`src/sv/sawfs_pkg.sv`:
```
// shared types and codes for the stop-and-wait frame sender
package sawfs_pkg;

  localparam int MAX_PAYLOAD_DEF = 124;
  localparam int BEAT_BYTES_DEF  = 8;
  localparam int HDR_LEN         = 4;
  localparam int CHK_LEN         = 2;
  localparam int CFG_IDX_W       = 3;

  // item commands
  localparam logic [1:0] CMD_BYTE = 2'd0;
  localparam logic [1:0] CMD_ACK  = 2'd1;
  localparam logic [1:0] CMD_TICK = 2'd2;

  // result kinds
  localparam logic [1:0] KIND_BEAT    = 2'd0;
  localparam logic [1:0] KIND_REFUSED = 2'd1;
  localparam logic [1:0] KIND_ACKED   = 2'd2;

  // configuration register indexes
  localparam logic [CFG_IDX_W-1:0] REG_DATA_TYPE = 3'd0;
  localparam logic [CFG_IDX_W-1:0] REG_ACK_TYPE  = 3'd1;
  localparam logic [CFG_IDX_W-1:0] REG_END_FLAG  = 3'd2;
  localparam logic [CFG_IDX_W-1:0] REG_MORE_FLAG = 3'd3;
  localparam logic [CFG_IDX_W-1:0] REG_TIMEOUT   = 3'd4;
  localparam logic [CFG_IDX_W-1:0] REG_ERR_PER   = 3'd5;

  typedef struct packed {
    logic [1:0]  cmd;
    logic [7:0]  data_byte;
    logic        packet_last;
    logic [7:0]  ack_type;
    logic [15:0] ack_seq_first;
    logic [15:0] ack_seq_echo;
  } item_t;

  typedef struct packed {
    logic [1:0]  kind;
    logic [63:0] beat_data;
    logic [3:0]  beat_bytes;
    logic        beat_last;
    logic        is_resend;
    logic [15:0] frame_seq;
  } result_t;

endpackage

```
`src/sv/stop_and_wait_frame_sender.sv`:
```
// stop-and-wait frame sender: framing, frame buffer, beat output and resend control
//
// Items enter on item/item_valid/item_stall: payload bytes, received acknowledgements
// and time ticks. Results leave on result/result_valid/result_stall: frame beats,
// refusals of bytes offered while a frame waits, and accepted acknowledgements.
// Registers are written over cfg_valid/cfg_ready/cfg_index/cfg_data; cfg_ready is
// always high.
// A payload byte that does not close a frame is written to the buffer on acceptance.
// A byte that closes a frame is followed by the header and check byte writes into the
// frame buffer (S_HDR), a buffer read (S_RD), then per beat an output load (S_LD) and,
// unless it is the last beat, a buffer read as the beat is taken (S_OUT), for
// ceil((fill+6)/BEAT_BYTES) beats. A resend skips the header writes. The single-port
// frame buffer is read one row of BEAT_BYTES bytes per access.
// A transfer on the item side happens only while no frame is being built or sent and
// the output register is empty or being taken. When the receiver stalls, the output
// register holds its beat and the beat sequence waits.
// Reset clears all control state, sets the sequence number to 1 and restores the
// register defaults. The frame buffer is not cleared; only bytes of the current
// frame are ever read.
module stop_and_wait_frame_sender #(
  parameter int MAX_PAYLOAD = sawfs_pkg::MAX_PAYLOAD_DEF,
  parameter int BEAT_BYTES  = sawfs_pkg::BEAT_BYTES_DEF
) (
  input  logic                               clk,
  input  logic                               rst,
  input  logic                               item_valid,
  output logic                               item_stall,
  input  sawfs_pkg::item_t                   item,
  output logic                               result_valid,
  input  logic                               result_stall,
  output sawfs_pkg::result_t                 result,
  input  logic                               cfg_valid,
  output logic                               cfg_ready,
  input  logic [sawfs_pkg::CFG_IDX_W-1:0]    cfg_index,
  input  logic [31:0]                        cfg_data
);

  localparam int FRAME_MAX = MAX_PAYLOAD + sawfs_pkg::HDR_LEN + sawfs_pkg::CHK_LEN;
  localparam int ROWS      = (FRAME_MAX + BEAT_BYTES - 1) / BEAT_BYTES;
  localparam int ROW_W     = (ROWS > 1) ? $clog2(ROWS) : 1;
  localparam int LANE_W    = (BEAT_BYTES > 1) ? $clog2(BEAT_BYTES) : 1;
  localparam int FILL_W    = $clog2(MAX_PAYLOAD + 1);
  localparam int LEN_W     = $clog2(FRAME_MAX + 1);

  localparam logic [ROW_W-1:0]  H0_ROW   = ROW_W'(0 / BEAT_BYTES);
  localparam logic [LANE_W-1:0] H0_LANE  = LANE_W'(0 % BEAT_BYTES);
  localparam logic [ROW_W-1:0]  H1_ROW   = ROW_W'(1 / BEAT_BYTES);
  localparam logic [LANE_W-1:0] H1_LANE  = LANE_W'(1 % BEAT_BYTES);
  localparam logic [ROW_W-1:0]  H2_ROW   = ROW_W'(2 / BEAT_BYTES);
  localparam logic [LANE_W-1:0] H2_LANE  = LANE_W'(2 % BEAT_BYTES);
  localparam logic [ROW_W-1:0]  H3_ROW   = ROW_W'(3 / BEAT_BYTES);
  localparam logic [LANE_W-1:0] H3_LANE  = LANE_W'(3 % BEAT_BYTES);
  localparam logic [ROW_W-1:0]  PAY_ROW  = ROW_W'(sawfs_pkg::HDR_LEN / BEAT_BYTES);
  localparam logic [LANE_W-1:0] PAY_LANE = LANE_W'(sawfs_pkg::HDR_LEN % BEAT_BYTES);

  localparam logic [2:0] STEP_SEQ_HI = 3'd0;
  localparam logic [2:0] STEP_SEQ_LO = 3'd1;
  localparam logic [2:0] STEP_TYPE   = 3'd2;
  localparam logic [2:0] STEP_FLAG   = 3'd3;
  localparam logic [2:0] STEP_LAST   = 3'd5;

  typedef enum logic [4:0] {
    S_IDLE = 5'b00001,
    S_HDR  = 5'b00010,
    S_RD   = 5'b00100,
    S_LD   = 5'b01000,
    S_OUT  = 5'b10000
  } state_t;

  state_t state;

  logic [7:0]  data_type_code;
  logic [7:0]  ack_type_code;
  logic [7:0]  end_flag_code;
  logic [7:0]  more_flag_code;
  logic [31:0] timeout_ticks;
  logic [7:0]  error_period;

  logic [FILL_W-1:0] fill_count;
  logic [7:0]        check_even;
  logic [7:0]        check_odd;
  logic [15:0]       sequence_num;
  logic              awaiting;
  logic [31:0]       tick_count;
  logic [7:0]        send_count;
  logic [ROW_W-1:0]  wr_row;
  logic [LANE_W-1:0] wr_lane;
  logic [7:0]        hdr [6];
  logic [2:0]        step;
  logic [ROW_W-1:0]  rd_row;
  logic [LEN_W-1:0]  rem;
  logic              corrupt;
  logic              resend;

  logic [BEAT_BYTES-1:0][7:0] mem [ROWS];
  logic [BEAT_BYTES-1:0][7:0] rd_q;

  logic              accept;
  logic              out_take;
  logic              res_load;
  logic              take_byte;
  logic [FILL_W-1:0] fill_inc;
  logic [7:0]        check_even_upd;
  logic [7:0]        check_odd_upd;
  logic              close_frame;
  logic [7:0]        flag_byte;
  logic              ack_match;
  logic              ack_good;
  logic              ack_bad;
  logic [31:0]       tick_inc;
  logic              tick_fire;
  logic [7:0]        send_count_inc;
  logic              corrupt_now;
  logic [LEN_W-1:0]  frame_len;

  logic              mem_we;
  logic [ROW_W-1:0]  mem_row;
  logic [LANE_W-1:0] mem_lane;
  logic [7:0]        mem_byte;
  logic              wr_adv;
  logic              rd_en;

  logic [3:0]        beat_n;
  logic              beat_end;
  logic [63:0]       beat_data;

  assign cfg_ready  = 1'b1;
  assign item_stall = !((state == S_IDLE) && (!result_valid || !result_stall));
  assign accept     = item_valid && !item_stall;
  assign out_take   = result_valid && !result_stall;

  // output register gets a new result at this edge
  assign res_load = (state == S_LD)
                  || ((state == S_IDLE) && accept
                      && (((item.cmd == sawfs_pkg::CMD_BYTE) && awaiting)
                          || ((item.cmd == sawfs_pkg::CMD_ACK) && ack_good)));

  assign take_byte      = accept && (item.cmd == sawfs_pkg::CMD_BYTE) && !awaiting;
  assign fill_inc       = fill_count + FILL_W'(1);
  assign check_even_upd = fill_count[0] ? check_even : (check_even ^ item.data_byte);
  assign check_odd_upd  = fill_count[0] ? (check_odd ^ item.data_byte) : check_odd;
  assign close_frame    = item.packet_last || (fill_inc == FILL_W'(MAX_PAYLOAD));
  assign flag_byte      = item.packet_last ? end_flag_code : more_flag_code;

  assign ack_match = awaiting && (item.ack_type == ack_type_code);
  assign ack_good  = ack_match && (item.ack_seq_first == item.ack_seq_echo);
  assign ack_bad   = ack_match && (item.ack_seq_first != item.ack_seq_echo);
  // saturating tick count, a zero timeout behaves as one
  assign tick_inc  = (tick_count != '1) ? tick_count + 32'd1 : tick_count;
  assign tick_fire = awaiting && (tick_inc >= timeout_ticks);

  assign send_count_inc = send_count + 8'd1;
  assign corrupt_now    = (error_period != 8'd0) && (send_count_inc == error_period);
  assign frame_len      = LEN_W'(fill_count)
                        + LEN_W'(sawfs_pkg::HDR_LEN + sawfs_pkg::CHK_LEN);

  // buffer write port: payload bytes in idle, header and check bytes while building
  always_comb begin
    mem_we   = 1'b0;
    mem_row  = wr_row;
    mem_lane = wr_lane;
    mem_byte = item.data_byte;
    wr_adv   = 1'b0;
    if (state == S_IDLE && take_byte) begin
      mem_we = 1'b1;
      wr_adv = 1'b1;
    end else if (state == S_HDR) begin
      mem_we   = 1'b1;
      mem_byte = hdr[step];
      unique case (step)
        STEP_SEQ_HI: begin
          mem_row  = H0_ROW;
          mem_lane = H0_LANE;
        end
        STEP_SEQ_LO: begin
          mem_row  = H1_ROW;
          mem_lane = H1_LANE;
        end
        STEP_TYPE: begin
          mem_row  = H2_ROW;
          mem_lane = H2_LANE;
        end
        STEP_FLAG: begin
          mem_row  = H3_ROW;
          mem_lane = H3_LANE;
        end
        default: begin
          // check bytes follow the payload
          wr_adv = 1'b1;
        end
      endcase
    end
  end

  assign rd_en = (state == S_RD) || ((state == S_OUT) && out_take && !result.beat_last);

  always_ff @(posedge clk) begin
    if (mem_we) begin
      mem[mem_row][mem_lane] <= mem_byte;
    end
    if (rd_en) begin
      rd_q <= mem[rd_row];
    end
  end

  // beat assembly from the row just read
  assign beat_end = (rem <= LEN_W'(BEAT_BYTES));
  assign beat_n   = beat_end ? 4'(rem) : 4'(BEAT_BYTES);

  always_comb begin
    beat_data = '0;
    for (int l = 0; l < BEAT_BYTES; l++) begin
      if (4'(l) < beat_n) begin
        beat_data[8*l +: 8] = rd_q[l];
        // corrupted copy goes out only, the buffer stays clean
        if (corrupt && beat_end && (4'(l) == beat_n - 4'd1)) begin
          beat_data[8*l] = ~rd_q[l][0];
        end
      end
    end
  end

  always_ff @(posedge clk) begin
    if (rst) begin
      state          <= S_IDLE;
      data_type_code <= 8'd1;
      ack_type_code  <= 8'd2;
      end_flag_code  <= 8'd1;
      more_flag_code <= 8'd0;
      timeout_ticks  <= 32'd100000;
      error_period   <= 8'd5;
      fill_count     <= '0;
      check_even     <= '0;
      check_odd      <= '0;
      sequence_num   <= 16'd1;
      awaiting       <= 1'b0;
      tick_count     <= '0;
      send_count     <= '0;
      wr_row         <= PAY_ROW;
      wr_lane        <= PAY_LANE;
      step           <= '0;
      rd_row         <= '0;
      rem            <= '0;
      corrupt        <= 1'b0;
      resend         <= 1'b0;
      result_valid   <= 1'b0;
    end else begin
      if (cfg_valid && cfg_ready) begin
        unique case (cfg_index)
          sawfs_pkg::REG_DATA_TYPE: data_type_code <= cfg_data[7:0];
          sawfs_pkg::REG_ACK_TYPE:  ack_type_code  <= cfg_data[7:0];
          sawfs_pkg::REG_END_FLAG:  end_flag_code  <= cfg_data[7:0];
          sawfs_pkg::REG_MORE_FLAG: more_flag_code <= cfg_data[7:0];
          sawfs_pkg::REG_TIMEOUT:   timeout_ticks  <= cfg_data;
          sawfs_pkg::REG_ERR_PER:   error_period   <= cfg_data[7:0];
          default: ;
        endcase
      end

      if (out_take && !res_load) begin
        result_valid <= 1'b0;
      end

      if (wr_adv) begin
        if (wr_lane == LANE_W'(BEAT_BYTES - 1)) begin
          wr_row  <= wr_row + ROW_W'(1);
          wr_lane <= '0;
        end else begin
          wr_lane <= wr_lane + LANE_W'(1);
        end
      end

      unique case (state)
        S_IDLE: begin
          if (accept) begin
            unique case (item.cmd)
              sawfs_pkg::CMD_BYTE: begin
                if (awaiting) begin
                  result_valid          <= 1'b1;
                  result.kind           <= sawfs_pkg::KIND_REFUSED;
                  result.beat_data      <= '0;
                  result.beat_bytes     <= '0;
                  result.beat_last      <= 1'b0;
                  result.is_resend      <= 1'b0;
                  result.frame_seq      <= sequence_num;
                end else begin
                  fill_count <= fill_inc;
                  if (close_frame) begin
                    hdr[0]     <= sequence_num[15:8];
                    hdr[1]     <= sequence_num[7:0];
                    hdr[2]     <= data_type_code;
                    hdr[3]     <= flag_byte;
                    hdr[4]     <= check_even_upd ^ sequence_num[15:8] ^ data_type_code;
                    hdr[5]     <= check_odd_upd ^ sequence_num[7:0] ^ flag_byte;
                    check_even <= '0;
                    check_odd  <= '0;
                    awaiting   <= 1'b1;
                    send_count <= corrupt_now ? 8'd0 : send_count_inc;
                    corrupt    <= corrupt_now;
                    resend     <= 1'b0;
                    tick_count <= '0;
                    step       <= '0;
                    state      <= S_HDR;
                  end else begin
                    check_even <= check_even_upd;
                    check_odd  <= check_odd_upd;
                  end
                end
              end
              sawfs_pkg::CMD_ACK: begin
                if (ack_good) begin
                  result_valid      <= 1'b1;
                  result.kind       <= sawfs_pkg::KIND_ACKED;
                  result.beat_data  <= '0;
                  result.beat_bytes <= '0;
                  result.beat_last  <= 1'b0;
                  result.is_resend  <= 1'b0;
                  result.frame_seq  <= sequence_num;
                  sequence_num      <= sequence_num + 16'd1;
                  awaiting          <= 1'b0;
                  fill_count        <= '0;
                  tick_count        <= '0;
                  wr_row            <= PAY_ROW;
                  wr_lane           <= PAY_LANE;
                end else if (ack_bad) begin
                  tick_count <= '0;
                  resend     <= 1'b1;
                  corrupt    <= 1'b0;
                  rd_row     <= '0;
                  rem        <= frame_len;
                  state      <= S_RD;
                end
              end
              sawfs_pkg::CMD_TICK: begin
                if (tick_fire) begin
                  tick_count <= '0;
                  resend     <= 1'b1;
                  corrupt    <= 1'b0;
                  rd_row     <= '0;
                  rem        <= frame_len;
                  state      <= S_RD;
                end else if (awaiting) begin
                  tick_count <= tick_inc;
                end
              end
              default: ;
            endcase
          end
        end
        S_HDR: begin
          step <= step + 3'd1;
          if (step == STEP_LAST) begin
            rd_row <= '0;
            rem    <= frame_len;
            state  <= S_RD;
          end
        end
        S_RD: begin
          state <= S_LD;
        end
        S_LD: begin
          result_valid      <= 1'b1;
          result.kind       <= sawfs_pkg::KIND_BEAT;
          result.beat_data  <= beat_data;
          result.beat_bytes <= beat_n;
          result.beat_last  <= beat_end;
          result.is_resend  <= resend;
          result.frame_seq  <= sequence_num;
          rd_row            <= rd_row + ROW_W'(1);
          rem               <= rem - LEN_W'(beat_n);
          state             <= S_OUT;
        end
        S_OUT: begin
          if (out_take) begin
            state <= result.beat_last ? S_IDLE : S_LD;
          end
        end
        default: state <= S_IDLE;
      endcase
    end
  end

  // buffer data must never arrive while the output register is still occupied
  a_ld_out_free: assert property (@(posedge clk) disable iff (rst)
    (state == S_LD) |-> !result_valid)
    else $error("beat load with output register full");

  a_beat_awaiting: assert property (@(posedge clk) disable iff (rst)
    (result_valid && result.kind == sawfs_pkg::KIND_BEAT) |-> awaiting)
    else $error("frame beat without a frame waiting");

  a_beat_size: assert property (@(posedge clk) disable iff (rst)
    (result_valid && result.kind == sawfs_pkg::KIND_BEAT) |->
      (result.beat_bytes != 4'd0 && result.beat_bytes <= 4'(BEAT_BYTES)))
    else $error("beat byte count out of range");

  a_fill_bound: assert property (@(posedge clk) disable iff (rst)
    fill_count <= FILL_W'(MAX_PAYLOAD))
    else $error("fill count beyond payload limit");

  a_fresh_send: assert property (@(posedge clk) disable iff (rst)
    ($past(state) == S_HDR && state == S_RD) |-> !resend)
    else $error("newly built frame marked as resend");

endmodule

```
`config.mk`:
```
export PLATFORM = sky130hd
export DESIGN_NAME = stop_and_wait_frame_sender
export DESIGN_NICKNAME = d
export VERILOG_FILES = /design/src/sv/sawfs_pkg.sv /design/src/sv/stop_and_wait_frame_sender.sv
export SDC_FILE = /design/constraint.sdc
export NUM_CORES = 2
export LEC_CHECK = 0
export ABC_AREA = 1
export BUFFER_PORTS_ARGS = -buffer_cell sky130_fd_sc_hd__buf_2
export CAP_MARGIN = 20
export CORE_AREA = 2 2 345 313
export DETAILED_ROUTE_END_ITERATION = 16
export DIE_AREA = 0 0 347 315
export PLACE_DENSITY = 0.81
export SYNTH_ARGS = -nofsm -noshare
export SYNTH_HDL_FRONTEND = slang
export SYNTH_SLANG_ARGS = --single-unit
```
`constraint.sdc`:
```
create_clock -name clk -period 10.8 [get_ports clk]
set_clock_uncertainty 0.15 [all_clocks]
set_input_delay 1.62 -clock clk [delete_from_list [all_inputs] [get_ports clk]]
set_output_delay 1.62 -clock clk [all_outputs]
set_load 0.005 [all_outputs]
```
==> run summary <==
outcome: complete, no violations
Slew HR: 14.6%
pwr dens: 182 nW/um^2
cells after synthesis: 5297
Buf/Inv on CP: 4
Crit. End Element: register
R2R Setup Slk: 5.58 ns
drt initial violations: 6188
clock buffer count from CTS: 143
Layout Nets: 5516
CP max FO: 34
initial antenna violation count: 2
Placed Cells: 6619
cell taking the most area after synthesis: edfxtp_1
# hold bufs at CTS: 0
Reg-to-Reg End: rd_q[14]
H-tree Lvls: 4
Hold WC Path Type: register to register
setup violators final: 0
clock latency at the later pin of the worst-skew pair: 0.78 ns
Fin. Hold Viols: 0
slowest stage delay, CP: 0.47 ns
Die H: 315 microns
Clock Sink Count: 1475
CP delay by family, top: simple AND/OR/NAND/NOR gates
DP Area: 62900 sq um
critical path type: register to register
CP Launch Type: register
routed wire length: 154 mm
Root Buffer: clkbuf_16
IO Pins: 182
Hold Path Depth: 2
Initial Util: 57.3%
reg-to-reg critical path startpoint: tick_count[0]
GRT Total Usage: 27.9%
Avg WL per Cell: 22.4 microns
Internal: 9.36 mW
number of vias per cell: 6.18
sequential share of the synthesized area: 69.6%
Clock power frac: 39.9%
DRC: 0
crit path time final: 5.22 ns
CTS tree: done
hold path endpoint: more_flag_code[7]
top post-synthesis cells by count: edfxtp_1, nor2_1, o21ai_0
# resized after CTS: 0
Setup Buffers After CTS: 0
global-route wire length before repair: 234 mm
fin area: 67500 sq um
GPL Wtd Cong: 0.930
largest cells by area after synthesis: edfxtp_1, nor2_1, dfxtp_1, o21ai_0, nand2_1
Slew @ Worst Pin: 1.28 ns
Final Max Tran Viols: 0
Core Area: 106000 sq um
critical path's slowest cell: nand2_1
die extent in x: 347 microns
Netlist cell types: 56
count leader, synth: edfxtp_1
Max-Cap Viols: 0
unrepaired setup endpoints after global routing: no
post-layout util: 63.6%
Max Freq: 192 MHz
Worst Hold Slack: 0.303 ns
Clock transition at path regs: 0.06 ns
Comb pwr share: 7.2%
CP most frequent cell: nand2_1
total gr overflow: 0
largest net degree at the start of global routing: 205
vias: 42500
number of synthesized flops with an enable pin: 1288
critical path, cell by cell: ha_1 -> nand2_1 -> nor2_1 -> nand2_1 -> nor2_1 -> nand2_1 -> buf_4 -> o21ai_0 -> inv_1 -> ha_1 -> nand2_1 -> nor2_1 -> nand2_1 -> nor2_1 -> nor2_1 -> nand2_1 -> nand2_1 -> nand2_1 -> nand2_1 -> nand2_1 -> nand3_1 -> nor2_4 -> buf_4 -> buf_16
Synth Register Bits: 1475
HPWL after DPL: 91.2 mm
area grow syn2layout: 10.9%
FP Rows: 114
Non-Filler Instances: 6884
VDD IR max: 173 uV
syn avg cell area: 11.5 sq um
Worst EP arrival: 5.51 ns
DIE AREA: 109000 sq um
FF-to-FF path depth: 24
critical path data required time: 11.09 ns
Antenna Violating Nets Remaining: 0
Sequential Power Share: 52.9%
total negative slack: 0 ns
post-synth top area share: 63.5%
IO buf count: 180
Main synth FF type: edfxtp_1
hold_sp: more_flag_code[7]
number of global-route vias before repair: 40500
ys async rst share: 0%
Switching Share: 23.8%
Post-Syn Area: 60900 sq um
Sw Pwr: 2.92 mW
FILL cells: 7557
leakage power: 23.2 nW
share of layout cells above drive strength 1: 9.01%
CTS max path bufs: 3
Synth Warn #: 0
period utilization: 48.3%
drt first pass iters: 8
[logic make-up (layout without fill, tap and decap cells)]
kind of cell | count (synthesis) | count (layout) | share of synthesized area, %
compound gates | 1192 | 1192 | 11.5
other cells | 1 | 3 | 0.00616
mux | 2 | 2 | 0.0329
simple gates | 1860 | 1860 | 12.4
xor+xnor | 108 | 108 | 1.55
fa+ha+maj | 50 | 50 | 1.03
buf+inv | 609 | 802 | 3.86
flops | 1475 | 1475 | 69.6
[worst max-delay path by stage]
stage	from	endpoint	slack (ns)	depth (start not counted)
6_report	tick_count[0]	rd_q[14]	5.58	24
5_1_grt	tick_count[0]	rd_q[14]	5.01	24
4_1_cts	tick_count[0]	rd_q[35]	5.43	23
3_5_place_dp	tick_count[0]	rd_q[27]	5.45	23
3_3_place_gp	tick_count[0]	rd_q[28]	5.54	25
2_1_floorplan	item[50]	result[0]	1.08	7
[metal layers]
layer / global-route usage, % / vias to the layer above / part of all wire (%)
met5: 0 / - / 0.018
li1: - / 19000 / -
met1: 37.2 / 20300 / 38
met3: 6.63 / 417 / 12
met4: 11.3 / 4 / 3.9
met2: 44.4 / 2776 / 46
[cells in the final DEF (no fill, tap or decap), drive strengths merged, types with 4 or more instances in the layout]
cell type / synthesis / layout
edfxtp: 1288 / 1288
nor2: 1036 / 1036
o21ai: 645 / 645
nand2: 616 / 616
inv: 317 / 326
buf: 34 / 221
dfxtp: 187 / 187
clkbuf: 256 / 170
o22ai: 168 / 168
a21oi: 150 / 150
nand3: 107 / 107
o221ai: 99 / 99
xor2: 68 / 68
clkinv: 2 / 66
a41oi: 64 / 64
ha: 50 / 50
nand4: 42 / 42
nor3: 42 / 42
xnor2: 40 / 40
o211ai: 38 / 38
bufinv: 0 / 10
clkinvlp: 0 / 9
nor4: 8 / 8
o32ai: 8 / 8
a2111oi: 8 / 8
or2: 4 / 4
[worst register-to-register path, stage by stage, from the launching register on]
cell,delay [ns]
dfxtp_1,0.40
ha_1,0.26
nand2_1,0.13
nor2_1,0.14
nand2_1,0.13
nor2_1,0.20
nand2_1,0.47
buf_4,0.38
o21ai_0,0.15
inv_1,0.07
ha_1,0.29
nand2_1,0.06
nor2_1,0.10
nand2_1,0.07
nor2_1,0.09
nor2_1,0.05
nand2_1,0.06
nand2_1,0.04
nand2_1,0.13
nand2_1,0.10
nand2_1,0.27
nand3_1,0.22
nor2_4,0.11
buf_4,0.44
buf_16,0.29
[power by group through the flow]
stage	Clock [mW]	Combinational, mW	Sequential, mW
after floorplan	0	0.522	6.63
after global placement	0	0.833	6.61
after detailed placement	0	0.861	6.61
after CTS	4.92	0.867	6.49
after global routing	5.15	0.962	6.50
final	4.90	0.879	6.49
[cell type report]
type / count / area, sq um / area share, %
timing repair buffer: 222 / 1320 / 1.95
antenna: 1 / 2.50 / 0.00371
clock buffer: 169 / 3700 / 5.47
clock inverter: 92 / 880 / 1.30
sequential: 1475 / 42400 / 62.8
inverter: 319 / 1220 / 1.81
multi-input combinational: 3214 / 16300 / 24.1
tap: 1392 / 1740 / 2.58
[state kept, by name, indices dropped and copies added (netlist names), 16 cells and up, named ones only]
register / count
mem: 1088
result: 88
rd_q: 64
hdr: 48
tick_count: 32
timeout_ticks: 32
sequence_num: 16
[metrics by stage]
step / power [mW] / setup WS, ns
2_1_floorplan: 7.15 / 1.08
3_3_place_gp: 7.44 / 5.54
3_5_place_dp: 7.47 / 5.45
4_1_cts: 12.3 / 5.43
5_1_grt: 12.6 / 5.01
6_report: 12.3 / 5.58
(Power assumes the default switching activity.)
